### src/design/rrs_pkg.sv
// Package for the rounded-rect staircase block: widths, defaults, shared types.
// No dependencies.
package rrs_pkg;

  localparam int unsigned PixelsPerStep = 6;
  localparam int unsigned MaxSteps      = 8;

  // Classified job handed from front to back.
  typedef struct packed {
    logic signed [14:0] left;
    logic signed [14:0] top;
    logic [13:0]        w;
    logic [13:0]        h;
    logic [13:0]        r;     // clamped radius
    logic               empty; // nothing but the empty marker
    logic               plain; // whole rectangle
  } job_t;

endpackage

### src/design/rrs_front.sv
// Front part: accepts a rectangle, clamps the radius and classifies the word.
// Depends on rrs_pkg.
module rrs_front (
  input  logic               clk_i,
  input  logic               rst_ni,
  input  logic               in_valid,
  output logic               in_stall,
  input  logic signed [14:0] left_i,
  input  logic signed [14:0] top_i,
  input  logic [13:0]        rect_width_i,
  input  logic [13:0]        rect_height_i,
  input  logic [13:0]        radius_i,
  output logic               job_valid_o,
  input  logic               job_take_i,
  output rrs_pkg::job_t      job_o
);

  // Two-entry queue between the front and the back.
  rrs_pkg::job_t q_mem [2];
  logic          wr_ptr_q, rd_ptr_q;
  logic [1:0]    cnt_q;
  rrs_pkg::job_t job_in;
  logic [12:0]   shorter;
  logic          push, pop;

  always_comb begin
    shorter       = (rect_width_i < rect_height_i) ? rect_width_i[13:1] : rect_height_i[13:1];
    job_in.left   = left_i;
    job_in.top    = top_i;
    job_in.w      = rect_width_i;
    job_in.h      = rect_height_i;
    job_in.r      = (radius_i < {1'b0, shorter}) ? radius_i : {1'b0, shorter};
    job_in.empty  = (rect_width_i == '0) || (rect_height_i == '0);
    job_in.plain  = (job_in.r == '0);
  end

  assign in_stall    = (cnt_q == 2'd2);
  assign push        = in_valid && !in_stall;
  assign job_valid_o = (cnt_q != 2'd0);
  assign pop         = job_valid_o && job_take_i;
  assign job_o       = q_mem[rd_ptr_q];

  always_ff @(posedge clk_i) begin
    if (push) q_mem[wr_ptr_q] <= job_in;
  end

  always_ff @(posedge clk_i or negedge rst_ni) begin
    if (!rst_ni) begin
      wr_ptr_q <= 1'b0;
      rd_ptr_q <= 1'b0;
      cnt_q    <= 2'd0;
    end else begin
      if (push) wr_ptr_q <= ~wr_ptr_q;
      if (pop)  rd_ptr_q <= ~rd_ptr_q;
      cnt_q <= cnt_q + {1'b0, push} - {1'b0, pop};
    end
  end

endmodule

### src/design/rrs_isqrt.sv
// Iterative integer square root, one result bit per cycle (28-bit radicand).
// No dependencies.
module rrs_isqrt (
  input  logic        clk_i,
  input  logic        rst_ni,
  input  logic        start_i,
  input  logic [27:0] val_i,
  output logic        done_o,
  output logic [13:0] root_o
);

  logic [27:0] rem_q;
  logic [13:0] root_q;
  logic [3:0]  idx_q;
  logic        busy_q;
  logic [27:0] trial;
  logic [27:0] bitv;

  always_comb begin
    bitv  = 28'd1 << {idx_q, 1'b0};
    trial = ({14'd0, root_q} << (idx_q + 4'd1)) + bitv;
  end

  assign root_o = root_q;

  always_ff @(posedge clk_i or negedge rst_ni) begin
    if (!rst_ni) begin
      busy_q <= 1'b0;
      done_o <= 1'b0;
      idx_q  <= '0;
      rem_q  <= '0;
      root_q <= '0;
    end else begin
      done_o <= 1'b0;
      if (start_i) begin
        busy_q <= 1'b1;
        idx_q  <= 4'd13;
        rem_q  <= val_i;
        root_q <= '0;
      end else if (busy_q) begin
        // test next bit of the root
        if (rem_q >= trial) begin
          rem_q  <= rem_q - trial;
          root_q <= root_q | (14'd1 << idx_q);
        end
        if (idx_q == 4'd0) begin
          busy_q <= 1'b0;
          done_o <= 1'b1;
        end else begin
          idx_q <= idx_q - 4'd1;
        end
      end
    end
  end

endmodule

### src/design/rrs_back.sv
// Back part: walks the steps of one job and emits rectangles through an output register.
// Depends on rrs_pkg and rrs_isqrt.
module rrs_back #(
  parameter int unsigned PIXELS_PER_STEP = rrs_pkg::PixelsPerStep,
  parameter int unsigned MAX_STEPS       = rrs_pkg::MaxSteps
) (
  input  logic               clk_i,
  input  logic               rst_ni,
  input  logic               job_valid_i,
  output logic               job_take_o,
  input  rrs_pkg::job_t      job_i,
  output logic               out_valid,
  input  logic               out_stall,
  output logic signed [15:0] out_x_o,
  output logic signed [15:0] out_y_o,
  output logic [13:0]        out_width_o,
  output logic [13:0]        out_height_o,
  output logic               is_empty_o,
  output logic               last_o
);

  localparam int unsigned SW = $clog2(MAX_STEPS + 1);

  typedef enum logic [3:0] {
    S_IDLE, S_LOAD, S_MID, S_STEP, S_DIVN, S_DIVF, S_SQRT, S_SWAIT,
    S_TOP, S_BOT, S_FINAL
  } state_e;

  state_e        state_q;
  rrs_pkg::job_t job_q;
  logic [SW-1:0] steps_q, i_q;
  logic [SW-1:0] steps_calc;
  logic          any_q;
  // shared restoring divider
  logic [18:0]   num_q, quo_q;
  logic [18:0]   rem_q;
  logic [4:0]    dcnt_q;
  logic [13:0]   near_q, far_q, inset_q;
  logic          sq_start;
  logic [27:0]   sq_val;
  logic          sq_done;
  logic [13:0]   sq_root;
  logic [19:0]   rem_sh;
  logic [13:0]   divisor;
  logic signed [15:0] bw;
  logic [13:0]   dd;
  logic          load_ok, mid_ok, band_ok, emit;

  // buffered last rectangle: emit after we know whether more follow
  logic          pend_q;
  logic signed [15:0] px_q, py_q;
  logic [13:0]   pw_q, ph_q;

  // step count: largest k in 3..MAX_STEPS with r >= k * PIXELS_PER_STEP, else 2
  always_comb begin
    steps_calc = SW'(2);
    for (int k = 3; k <= MAX_STEPS; k++) begin
      if (32'(job_q.r) >= k * PIXELS_PER_STEP) steps_calc = SW'(k);
    end
  end

  assign divisor = {{(14-SW){1'b0}}, steps_q};
  assign rem_sh  = {rem_q, num_q[18]};
  assign dd      = job_q.r - near_q;
  assign sq_val  = 28'(job_q.r * job_q.r) - 28'(dd * dd);
  assign bw      = $signed({2'b0, job_q.w}) - $signed({1'b0, inset_q, 1'b0});
  assign sq_start = (state_q == S_SQRT);
  assign job_take_o = (state_q == S_IDLE) && job_valid_i;

  // output register free at this edge, and whether a word is loaded into it
  assign load_ok = !out_valid || !out_stall;
  assign mid_ok  = {1'b0, job_q.h} > {job_q.r, 1'b0};
  assign band_ok = (bw > 0) && (far_q != near_q);
  assign emit    = load_ok && (((state_q == S_MID) && pend_q && mid_ok) ||
                               ((state_q == S_TOP) && pend_q && band_ok) ||
                               (state_q == S_BOT) || (state_q == S_FINAL));

  rrs_isqrt u_sqrt (
    .clk_i, .rst_ni, .start_i(sq_start), .val_i(sq_val), .done_o(sq_done), .root_o(sq_root)
  );

  always_ff @(posedge clk_i or negedge rst_ni) begin
    if (!rst_ni) begin
      state_q   <= S_IDLE;
      out_valid <= 1'b0;
      pend_q    <= 1'b0;
      any_q     <= 1'b0;
      job_q     <= '0;
      steps_q   <= '0; i_q <= '0;
      num_q <= '0; quo_q <= '0; rem_q <= '0; dcnt_q <= '0;
      near_q <= '0; far_q <= '0; inset_q <= '0;
      px_q <= '0; py_q <= '0; pw_q <= '0; ph_q <= '0;
      out_x_o <= '0; out_y_o <= '0; out_width_o <= '0; out_height_o <= '0;
      is_empty_o <= 1'b0; last_o <= 1'b0;
    end else begin
      out_valid <= emit || (out_valid && out_stall);
      unique case (state_q)
        S_IDLE: if (job_valid_i) begin
          job_q <= job_i;
          any_q <= 1'b0;
          state_q <= S_LOAD;
        end
        S_LOAD: begin
          if (job_q.empty) state_q <= S_FINAL;
          else if (job_q.plain) begin
            pend_q <= 1'b1; any_q <= 1'b1;
            px_q <= 16'(job_q.left); py_q <= 16'(job_q.top);
            pw_q <= job_q.w; ph_q <= job_q.h;
            state_q <= S_FINAL;
          end else begin
            steps_q <= steps_calc;
            i_q <= '0;
            state_q <= S_MID;
          end
        end
        S_DIVN, S_DIVF: begin
          // one quotient bit per cycle
          if (dcnt_q != '0) begin
            num_q <= num_q << 1;
            if (rem_sh >= {6'd0, divisor}) begin
              rem_q <= 19'(rem_sh - {6'd0, divisor});
              quo_q <= {quo_q[17:0], 1'b1};
            end else begin
              rem_q <= rem_sh[18:0];
              quo_q <= {quo_q[17:0], 1'b0};
            end
            dcnt_q <= dcnt_q - 5'd1;
          end else if (state_q == S_DIVN) begin
            near_q <= 14'(quo_q);
            num_q <= 19'((32'(i_q) + 32'd1) * 32'(job_q.r));
            rem_q <= '0; quo_q <= '0; dcnt_q <= 5'd19;
            state_q <= S_DIVF;
          end else begin
            far_q <= 14'(quo_q);
            state_q <= S_SQRT;
          end
        end
        S_MID: if (!pend_q || !out_valid || !out_stall) begin
          if (mid_ok) begin
            if (pend_q) begin
              out_x_o <= px_q; out_y_o <= py_q;
              out_width_o <= pw_q; out_height_o <= ph_q;
              is_empty_o <= 1'b0; last_o <= 1'b0;
            end
            pend_q <= 1'b1; any_q <= 1'b1;
            px_q <= 16'(job_q.left);
            py_q <= 16'(job_q.top) + 16'(job_q.r);
            pw_q <= job_q.w;
            ph_q <= job_q.h - {job_q.r[12:0], 1'b0};
          end
          state_q <= S_STEP;
        end
        S_STEP: begin
          if (i_q == steps_q) state_q <= S_FINAL;
          else begin
            num_q <= 19'(32'(i_q) * 32'(job_q.r));
            rem_q <= '0; quo_q <= '0; dcnt_q <= 5'd19;
            state_q <= S_DIVN;
          end
        end
        S_SQRT: state_q <= S_SWAIT;
        S_SWAIT: if (sq_done) begin
          inset_q <= job_q.r - sq_root;
          state_q <= S_TOP;
        end
        S_TOP: if (!pend_q || !out_valid || !out_stall) begin
          if (band_ok) begin
            if (pend_q) begin
              out_x_o <= px_q; out_y_o <= py_q;
              out_width_o <= pw_q; out_height_o <= ph_q;
              is_empty_o <= 1'b0; last_o <= 1'b0;
            end
            pend_q <= 1'b1; any_q <= 1'b1;
            px_q <= 16'(job_q.left) + 16'(inset_q);
            py_q <= 16'(job_q.top) + 16'(near_q);
            pw_q <= bw[13:0]; ph_q <= far_q - near_q;
            state_q <= S_BOT;
          end else begin
            i_q <= i_q + SW'(1);
            state_q <= S_STEP;
          end
        end
        S_BOT: if (!out_valid || !out_stall) begin
          out_x_o <= px_q; out_y_o <= py_q;
          out_width_o <= pw_q; out_height_o <= ph_q;
          is_empty_o <= 1'b0; last_o <= 1'b0;
          py_q <= 16'(job_q.top) + 16'(job_q.h) - 16'(far_q);
          i_q <= i_q + SW'(1);
          state_q <= S_STEP;
        end
        S_FINAL: if (!out_valid || !out_stall) begin
          last_o <= 1'b1;
          if (any_q) begin
            out_x_o <= px_q; out_y_o <= py_q;
            out_width_o <= pw_q; out_height_o <= ph_q; is_empty_o <= 1'b0;
          end else begin
            out_x_o <= '0; out_y_o <= '0;
            out_width_o <= '0; out_height_o <= '0; is_empty_o <= 1'b1;
          end
          pend_q <= 1'b0;
          state_q <= S_IDLE;
        end
        default: state_q <= S_IDLE;
      endcase
    end
  end

endmodule

### src/design/rounded_rect_staircase.sv
// Top level of the rounded-rect staircase: front queue plus step engine.
// Depends on rrs_pkg, rrs_front, rrs_back.
//
//   channel  handshake            payload
//   in       in_valid/in_stall    left_i top_i rect_width_i rect_height_i radius_i
//   out      out_valid/out_stall  out_x_o out_y_o out_width_o out_height_o is_empty_o last_o
//
// Each item passes the control states and then, per step, two divisions on the
// shared divider, a square root wait and the sequencing states, plus any output
// stalls. The front queues two items while the back works.
// Reset is asynchronous and clears all control state.
// A stalled output holds the engine.
module rounded_rect_staircase #(
  parameter int unsigned PIXELS_PER_STEP = rrs_pkg::PixelsPerStep,
  parameter int unsigned MAX_STEPS       = rrs_pkg::MaxSteps
) (
  input  logic               clk_i,
  input  logic               rst_ni,
  input  logic               in_valid,
  output logic               in_stall,
  input  logic signed [14:0] left_i,
  input  logic signed [14:0] top_i,
  input  logic [13:0]        rect_width_i,
  input  logic [13:0]        rect_height_i,
  input  logic [13:0]        radius_i,
  output logic               out_valid,
  input  logic               out_stall,
  output logic signed [15:0] out_x_o,
  output logic signed [15:0] out_y_o,
  output logic [13:0]        out_width_o,
  output logic [13:0]        out_height_o,
  output logic               is_empty_o,
  output logic               last_o
);

  rrs_pkg::job_t job;
  logic          job_valid, job_take;

  rrs_front u_front (
    .clk_i, .rst_ni, .in_valid, .in_stall, .left_i, .top_i, .rect_width_i,
    .rect_height_i, .radius_i, .job_valid_o(job_valid), .job_take_i(job_take), .job_o(job)
  );

  rrs_back #(.PIXELS_PER_STEP(PIXELS_PER_STEP), .MAX_STEPS(MAX_STEPS)) u_back (
    .clk_i, .rst_ni, .job_valid_i(job_valid), .job_take_o(job_take), .job_i(job),
    .out_valid, .out_stall, .out_x_o, .out_y_o, .out_width_o, .out_height_o,
    .is_empty_o, .last_o
  );

endmodule

### config.mk
export PLATFORM = sky130hd
export DESIGN_NAME = rounded_rect_staircase
export DESIGN_NICKNAME = d
export VERILOG_FILES = /design/src/design/rrs_pkg.sv /design/src/design/rrs_front.sv /design/src/design/rrs_isqrt.sv /design/src/design/rrs_back.sv /design/src/design/rounded_rect_staircase.sv
export SDC_FILE = /design/constraint.sdc
export NUM_CORES = 2
export LEC_CHECK = 0
export BUFFER_PORTS_ARGS = -buffer_cell sky130_fd_sc_hd__buf_2
export CAP_MARGIN = 10
export CORE_ASPECT_RATIO = 0.9
export CORE_MARGIN = 5
export CORE_UTILIZATION = 55
export CTS_CLUSTER_SIZE = 30
export DETAILED_ROUTE_END_ITERATION = 6
export GPL_TIMING_DRIVEN = 0
export PLACE_DENSITY_LB_ADDON = 0.05
export SLEW_MARGIN = 20
export SYNTH_ARGS = -nofsm -noshare
export SYNTH_HDL_FRONTEND = slang
export SYNTH_SLANG_ARGS = --single-unit
### constraint.sdc
create_clock -name clk_i -period 14.3 [get_ports clk_i]
set_input_delay 1.43 -clock clk_i [delete_from_list [all_inputs] [get_ports clk_i]]
set_output_delay 1.43 -clock clk_i [all_outputs]
set_load 0.02 [all_outputs]
## Word level (Yosys, flattened, before mapping)

Memory sizes are Yosys's and may differ from the RTL's. A register that Yosys moved wholly into a read port is not among the register bits.
Cells that the tools add are included.

- $add $sub $neg: 21
- Multiply operators: 4
- Order comparisons: 12
- Eq/ne operators: 29
- Shift operators: 3
- Muxes and demuxes: 150
- Bitwise gates (word level): 7
- Reduce and logical (&&, ||, !) cells: 55

Operators by type and width:

| cell | count |
|---|---|
| $mux W16 | 29 |
| $mux W14 | 33 |
| $pmux W16 S4 | 3 |
| $mux W19 | 7 |
| $pmux W14 S4 | 2 |
| $mux W4 | 24 |
| $mux W28 | 3 |
| $pmux W14 S3 | 2 |
| $pmux W19 S2 | 2 |
| $add A15 B15 Y16 | 4 |
| $mul A14 B14 Y28 | 2 |
| $sub A14 B14 Y14 | 4 |
| $sub A28 B28 Y28 | 2 |
| $pmux W16 S3 | 1 |
| $ge A14 B5 Y1 const B | 3 |
| $ge A14 B6 Y1 const B | 3 |
| $logic_not A14 Y1 | 3 |
| $pmux W4 S10 | 1 |
| $mul A32 B14 Y19 | 1 |
| $mux W1 | 31 |
| $add A28 B28 Y28 | 1 |
| $ge A28 B28 Y1 | 1 |
| $pmux W14 S2 | 1 |
| $shl A1 B5 Y28 const A | 1 |
| other kinds (49) | 117 |

- Flip-flop bits (word level): 288
- Bits in writable memories: 148
- Output and inout port bits: 64
- Logic and storage cells: 313
- Memories kept: 1

Memories:

| name | words | width | rd ports | clocked after Yosys merged registers in | wr ports | RTL line | RTL |
|---|---|---|---|---|---|---|---|
| u_front.q_mem | 2 | 74 | 1 | 1 | 1 | rrs_front.sv:19 | `rrs_pkg::job_t q_mem [2];` |

## Logic depth before layout (Yosys ltp)

- Depth in word-level cells: 9
- Gate-level depth with buffers: 40
- Gate-level depth less buffers: 38

## Hierarchy

From an unflattened synthesis, not the netlist that was laid out.

- Cells, all modules: 4,828
- Area total of the unflattened synthesis: 46,140.5 µm²

By module, submodules not included:

| module | instances | cells an instance | area an instance (µm²) |
|---|---|---|---|
| rrs_back | 1 | 3,758 | 34,066.4 |
| rrs_front | 1 | 390 | 6,612.6 |
| rrs_isqrt | 1 | 680 | 5,461.5 |

## Least setup slack after synthesis

OpenSTA, ideal clock, no wires.

- Path type: register to register
- Start: register u_back.job_q[2] (netlist bit)
- End: register u_back.u_sqrt.rem_q[27]
- Library setup time: 123 ps
- Data arrival time: 10,050 ps
- Required time: 14,177 ps
- Setup slack: 4,128 ps
- Stages on the path, launching flop included: 36
- Buffers on the path: 1
- Period minus slack after synthesis: 10,172 ps
- Cell sequence: dfrtp_1 > inv_1 > buf_1 > ha_1 > inv_1 > fa_1 > a21o_1 > a21oi_1 > inv_1 > a2111oi_0 > nor4_1 > o31a_1 > xor2_1 > nand2_1 > fa_1 > inv_1 > fa_1 > inv_1 > fa_1 > fa_1 > fa_1 > fa_1 > inv_1 > fa_1 > inv_1 > ha_1 > a21o_1 > a21o_1 > a221o_1 > a31oi_1 > o21ai_0 > or3_1 > a2111oi_0 > nor3_1 > xor2_1 > o221a_2

- Cells in the longest elaborated chain, start to end: 4

Ends and longest elaborated chain:

| element | RTL line | RTL |
|---|---|---|
| from (decl) | rrs_back.sv:30 | `rrs_pkg::job_t job_q;` |
| from (signal assigned) | rrs_back.sv:99 | `job_q <= job_i;` |
| $sub A14 B14 Y14 | rrs_back.sv:64 | `assign dd = job_q.r - near_q;` |
| $mul A14 B14 Y28 | rrs_back.sv:65 | `assign sq_val = 28'(job_q.r * job_q.r) - 28'(dd * dd);` |
| $sub A28 B28 Y28 (*) | rrs_back.sv:65 |  |
| $mux W28 (*) | rrs_isqrt.sv:35 | `if (start_i) begin` |
| to (signal assigned) | rrs_isqrt.sv:38 | `rem_q <= val_i;` |
| to (signal assigned) | rrs_isqrt.sv:43 | `rem_q <= rem_q - trial;` |
| to (decl) | rrs_isqrt.sv:12 | `logic [27:0] rem_q;` |

Mark *: on every way between the ends. The rest lies on a longest branch, timed or not.
A chain may end at the register's enable or synchronous reset.

## Worst setup path after layout

Same ends and word-level chain as after synthesis.

==> results.txt <==
----------------------------------------------------
[Status]
  Result of the run ... complete, no violations

[Clocking]
  Max Buffers Root-to-Sink ... 3
  Setup fix buffers added after clock tree synthesis ... 0
  Number of CTS-inserted buffers ... between 50 and 60
  Post-CTS sizing ... 0
  TritonCTS Sinks ... about 500
  Clock transition at the registers of the reported paths ... ~0.06 ns
  Clock tree root buffer cell ... sky130_fd_sc_hd__clkbuf_16
  H-tree lvl count ... 2
  Worst-Skew Late Latency ... ~0.66 ns
  CTS tree ... yes
  Hold Buf Count CTS ... 0

[GRT]
  First-pass GRT wire length ... 201500 um
  Vias in the first global route ... 34340
  Sum of overflow across all layers after global routing ... 0
  Maximum number of pins on one net before global-route repair ... between 90 and 100
  Initial antenna violation count ... 3
  All-layer global routing usage ... between 20% and 30%

[Synthesis]
  Number of synthesized register bits ... between 500 and 600
  Synthesized-area fraction occupied by adder cells ... 27.00%
  Syn avg cell area ... roughly 9.4 um2
  Mux contribution to synthesized area ... 6.885%
  Cells taking the most area after synthesis ... sky130_fd_sc_hd__dfrtp_1, sky130_fd_sc_hd__fa_1, sky130_fd_sc_hd__ha_1, sky130_fd_sc_hd__edfxtp_1, sky130_fd_sc_hd__inv_1
  Dominant combinational cell family by area after synthesis ... adder cells
  Yosys Warn Count ... 0
  Area share of the largest cell type after synthesis ... between 20% and 30%
  Netlist area before placement ... approximately 45000 um2
  Ys async rst share ... 70.98%
  EDFF count, synth ... approximately 150
  Number of distinct standard cells referenced by the synthesized netlist ... 84
  Simple-gate share of the synthesized area ... 12.47%
  Leading area contributor after synthesis ... sky130_fd_sc_hd__dfrtp_1
  Synthesized instance count ... around 4800
  XOR/XNOR Fraction of Synth Area ... under 10%
  Most used flip-flop cell after synthesis ... sky130_fd_sc_hd__dfrtp_1
  Complex-gate fraction of the synthesized area ... between 10 and 15%
  Sequential cell area fraction in the yosys report ... 29.85%

[Setup path]
  R2R Setup Slk ... about 1.4 ns
  Delay of the slowest cell on the worst path ... 0.86 ns
  CP max FO ... 11
  Timing endpoint of the critical path ... u_back.u_sqrt.rem_q[27]$_DFFE_PN0P_
  Critical R2R Launch ... u_back.job_q[2]$_DFFE_PN0P_
  Worst setup path class ... reg2reg
  Critical path endpoint category ... flip-flop
  Worst Reg-to-Reg Cells ... 35
  Critical path launch point type ... flip-flop
  Worst flop-to-flop path endpoint ... u_back.u_sqrt.rem_q[27]$_DFFE_PN0P_
  Worst path slowest cell ... sky130_fd_sc_hd__xor2_1
  Most frequent CP cell ... sky130_fd_sc_hd__fa_1
  Crit. Startpoint ... u_back.job_q[2]$_DFFE_PN0P_
  Worst EP required ... between 10 and 15 ns
  Data arrival time at the worst-slack endpoint ... approximately 13 ns

[Die]
  Initial Util ... between 50% and 60%
  Die Span X ... around 310 um
  Y dimension of the die ... between 200 and 300 um
  Core region area ... 81380 um2
  Number of rows in the core area ... a little under 100
  Top-level I/O count ... 140
  Die area ... a little under 90000 um2

[STA]
  Max_slew headroom ... 20.13%
  Fin crit period ... 12.85 ns
  Final number of max-transition violations ... 0
  Largest clock skew in the final design ... roughly 0.06 ns
  Final period utilization ... about 90%
  Actual slew at the worst max-slew pin ... 1.198 ns
  Highest clock rate ... ~0.078 GHz
  Number of hold-slack violations in the final timing report ... 0
  Setup_tns ... 0 ns
  Final number of setup-violating endpoints ... 0
  Unrepaired setup endpoints after global routing ... false
  Worst Setup Slack, final ... about 1.4 ns

[Placed design]
  Final weighted congestion in routability-driven placement ... approximately 0.96
  Post-detail-place hpwl ... 103800 um
  Count of buffers inserted at the top-level ports ... roughly 140
  Pre-CTS setup slack ... around 1.6 ns

[Route]
  First drt pass iteration count ... 5
  Wire length reported by the detailed router ... 129900 um
  Ratio of routed vias to standard cells ... ~5.7
  Antenna violation net count after detailed routing ... 0
  Count of vias placed by the detailed router ... between 30000 and 40000
  Initial detailed-routing violation count ... approximately 3100
  Residual DRC count ... 0
  Wirelength per Cell ... approximately 21 um

[Finish]
  Number of nets in the final layout ... ~5800
  Layout area overhead ... 9.574%
  Proportion of layout cells with a drive suffix above 1 ... approximately 8.0%
  Most used cells in the layout excluding fill and tap cells ... sky130_fd_sc_hd__inv_1, sky130_fd_sc_hd__nand2_1, sky130_fd_sc_hd__ha_1, sky130_fd_sc_hd__fa_1, sky130_fd_sc_hd__dfrtp_1
  Most frequent standard cell in the layout excluding fill and tap cells ... sky130_fd_sc_hd__inv_1

[Power]
  Switching component of the power ... roughly 0.83 mW
  Register share of total power ... 47.8%
  Leakage power total ... approximately 24 nW
  Fraction of power consumed by the clock network ... between 40% and 50%
  Internal Dissipation ... ~2.6 mW
  PwrDens ... between 60 and 70 nW/um2
  Share of power burned in combinational logic ... 6.5%
  Sw frac ... between 20% and 30%
  IR Drop Worst-Case VDD ... approximately 0.13 mV

[Run]
  Number of maximum-capacitance constraint violations ... 0

[Worst hold path]
  Hold WC Path Type ... reg2reg

----------------------------------------------------
power groups by stage:
stage               clock network [mW]  registers [mW]  logic, mW
floorplan                            0            1.68      0.103
global route                      1.66            1.66      0.248
finish                            1.58            1.65      0.224
global placement                     0            1.69      0.197
CTS                               1.60            1.65      0.226
detailed placement                   0            1.68      0.225
routing by layer:
layer  vias up  track usage (%)  share of wire, %
met3       158            6.490               8.9
li1      16370                -                 -
met4         0            6.028               2.2
met1     17090            44.22                46
met5         -                0                 0
met2      1208            44.22                43
Yosys cell counts (19+ instances only):
master,count
sky130_fd_sc_hd__a211oi_1,23
sky130_fd_sc_hd__a21o_1,66
sky130_fd_sc_hd__a21oi_1,204
sky130_fd_sc_hd__a22oi_1,21
sky130_fd_sc_hd__a31oi_1,40
sky130_fd_sc_hd__and2_1,61
sky130_fd_sc_hd__and3_1,26
sky130_fd_sc_hd__clkbuf_1,147
sky130_fd_sc_hd__dfrtp_1,362
sky130_fd_sc_hd__edfxtp_1,148
sky130_fd_sc_hd__fa_1,375
sky130_fd_sc_hd__ha_1,376
sky130_fd_sc_hd__inv_1,768
sky130_fd_sc_hd__mux2_2,92
sky130_fd_sc_hd__mux2i_1,184
sky130_fd_sc_hd__nand2_1,568
sky130_fd_sc_hd__nand2b_1,47
sky130_fd_sc_hd__nand3_1,59
sky130_fd_sc_hd__nor2_1,280
sky130_fd_sc_hd__nor2b_1,31
sky130_fd_sc_hd__nor3_1,66
sky130_fd_sc_hd__nor4_1,20
sky130_fd_sc_hd__o211ai_1,19
sky130_fd_sc_hd__o21a_1,23
sky130_fd_sc_hd__o21ai_0,272
sky130_fd_sc_hd__o31ai_1,19
sky130_fd_sc_hd__or3_1,20
sky130_fd_sc_hd__xnor2_1,121
sky130_fd_sc_hd__xor2_1,96
critical path: cells and delay by family (launching register included):
| family | cells | cell delay [ns] |
|---|---|---|
| buf+inv | 8 | 1.63 |
| simple gates | 4 | 0.92 |
| xor+xnor | 2 | 1.06 |
| compound gates | 11 | 3.39 |
| fa+ha+maj | 10 | 5.03 |
| flops | 1 | 0.65 |
final cells by class:
type / instances / area, um2
Clock buffer: 70 / 1525
Timing Repair Buffer: 148 / 908.4
Multi-Input combinational cell: 3343 / 28160
Clock inverter: 36 / 508.0
Sequential cell: 510 / 13500
Fill cell: 7166 / 31820
Antenna cell: 1 / 2.502
Buffer: 176 / 721.9
Inverter: 776 / 2913
Tap cell: 1060 / 1326
logic make-up after synthesis:
group / after synthesis
adders and majority gates: 751
DFF: 510
xor gates and xnor gates: 218
AOI/OAI and AO/OA: 834
and+or+nand+nor: 1250
buffers and inverters: 952
muxes: 288
other: 1
registers in the layout (all words and copies together), names as in the netlist, 5 cells and up:
name	count
u_back.far_q	14
u_back.num_q	19
u_back.near_q	14
u_back.u_sqrt.root_o	14
u_back.rem_q	19
u_back.py_q	16
u_front.q_mem	148
u_back.quo_q	14
u_back.px_q	16
u_back.out_y_o	16
u_back.dcnt_q	5
u_back.job_q	74
u_back.pw_q	14
u_back.out_height_o	14
u_back.inset_q	14
u_back.out_x_o	16
u_back.ph_q	14
u_back.u_sqrt.rem_q	28
u_back.out_width_o	14
worst min-delay path by stage:
stage,from,end,cells after the start
2_1_floorplan,u_back.num_q[13]$_DFFE_PN0P_,u_back.num_q[13]$_DFFE_PN0P_,2
3_3_place_gp,u_back.num_q[1]$_DFFE_PN0P_,u_back.num_q[1]$_DFFE_PN0P_,2
3_5_place_dp,u_back.num_q[1]$_DFFE_PN0P_,u_back.num_q[1]$_DFFE_PN0P_,2
4_1_cts,u_back.num_q[1]$_DFFE_PN0P_,u_back.num_q[1]$_DFFE_PN0P_,2
5_1_grt,u_back.num_q[3]$_DFFE_PN0P_,u_back.num_q[3]$_DFFE_PN0P_,2
6_report,u_back.num_q[1]$_DFFE_PN0P_,u_back.num_q[1]$_DFFE_PN0P_,2
through the flow:
step	hold slack (ns)	util [%]	cells	power (mW)	instance area (um2)
after CTS	0.4822	60.90	6119	3.472	49560
after floorplan	0.4447	-	4805	1.782	45240
final	0.4781	60.90	6120	3.448	49560
after global routing	0.5082	60.90	6119	3.566	49560
after global placement	0.4613	58.07	6004	1.887	47260
after detailed placement	0.4698	58.40	6013	1.901	47530
No activity file was read; power rests on OpenSTA's default activity.
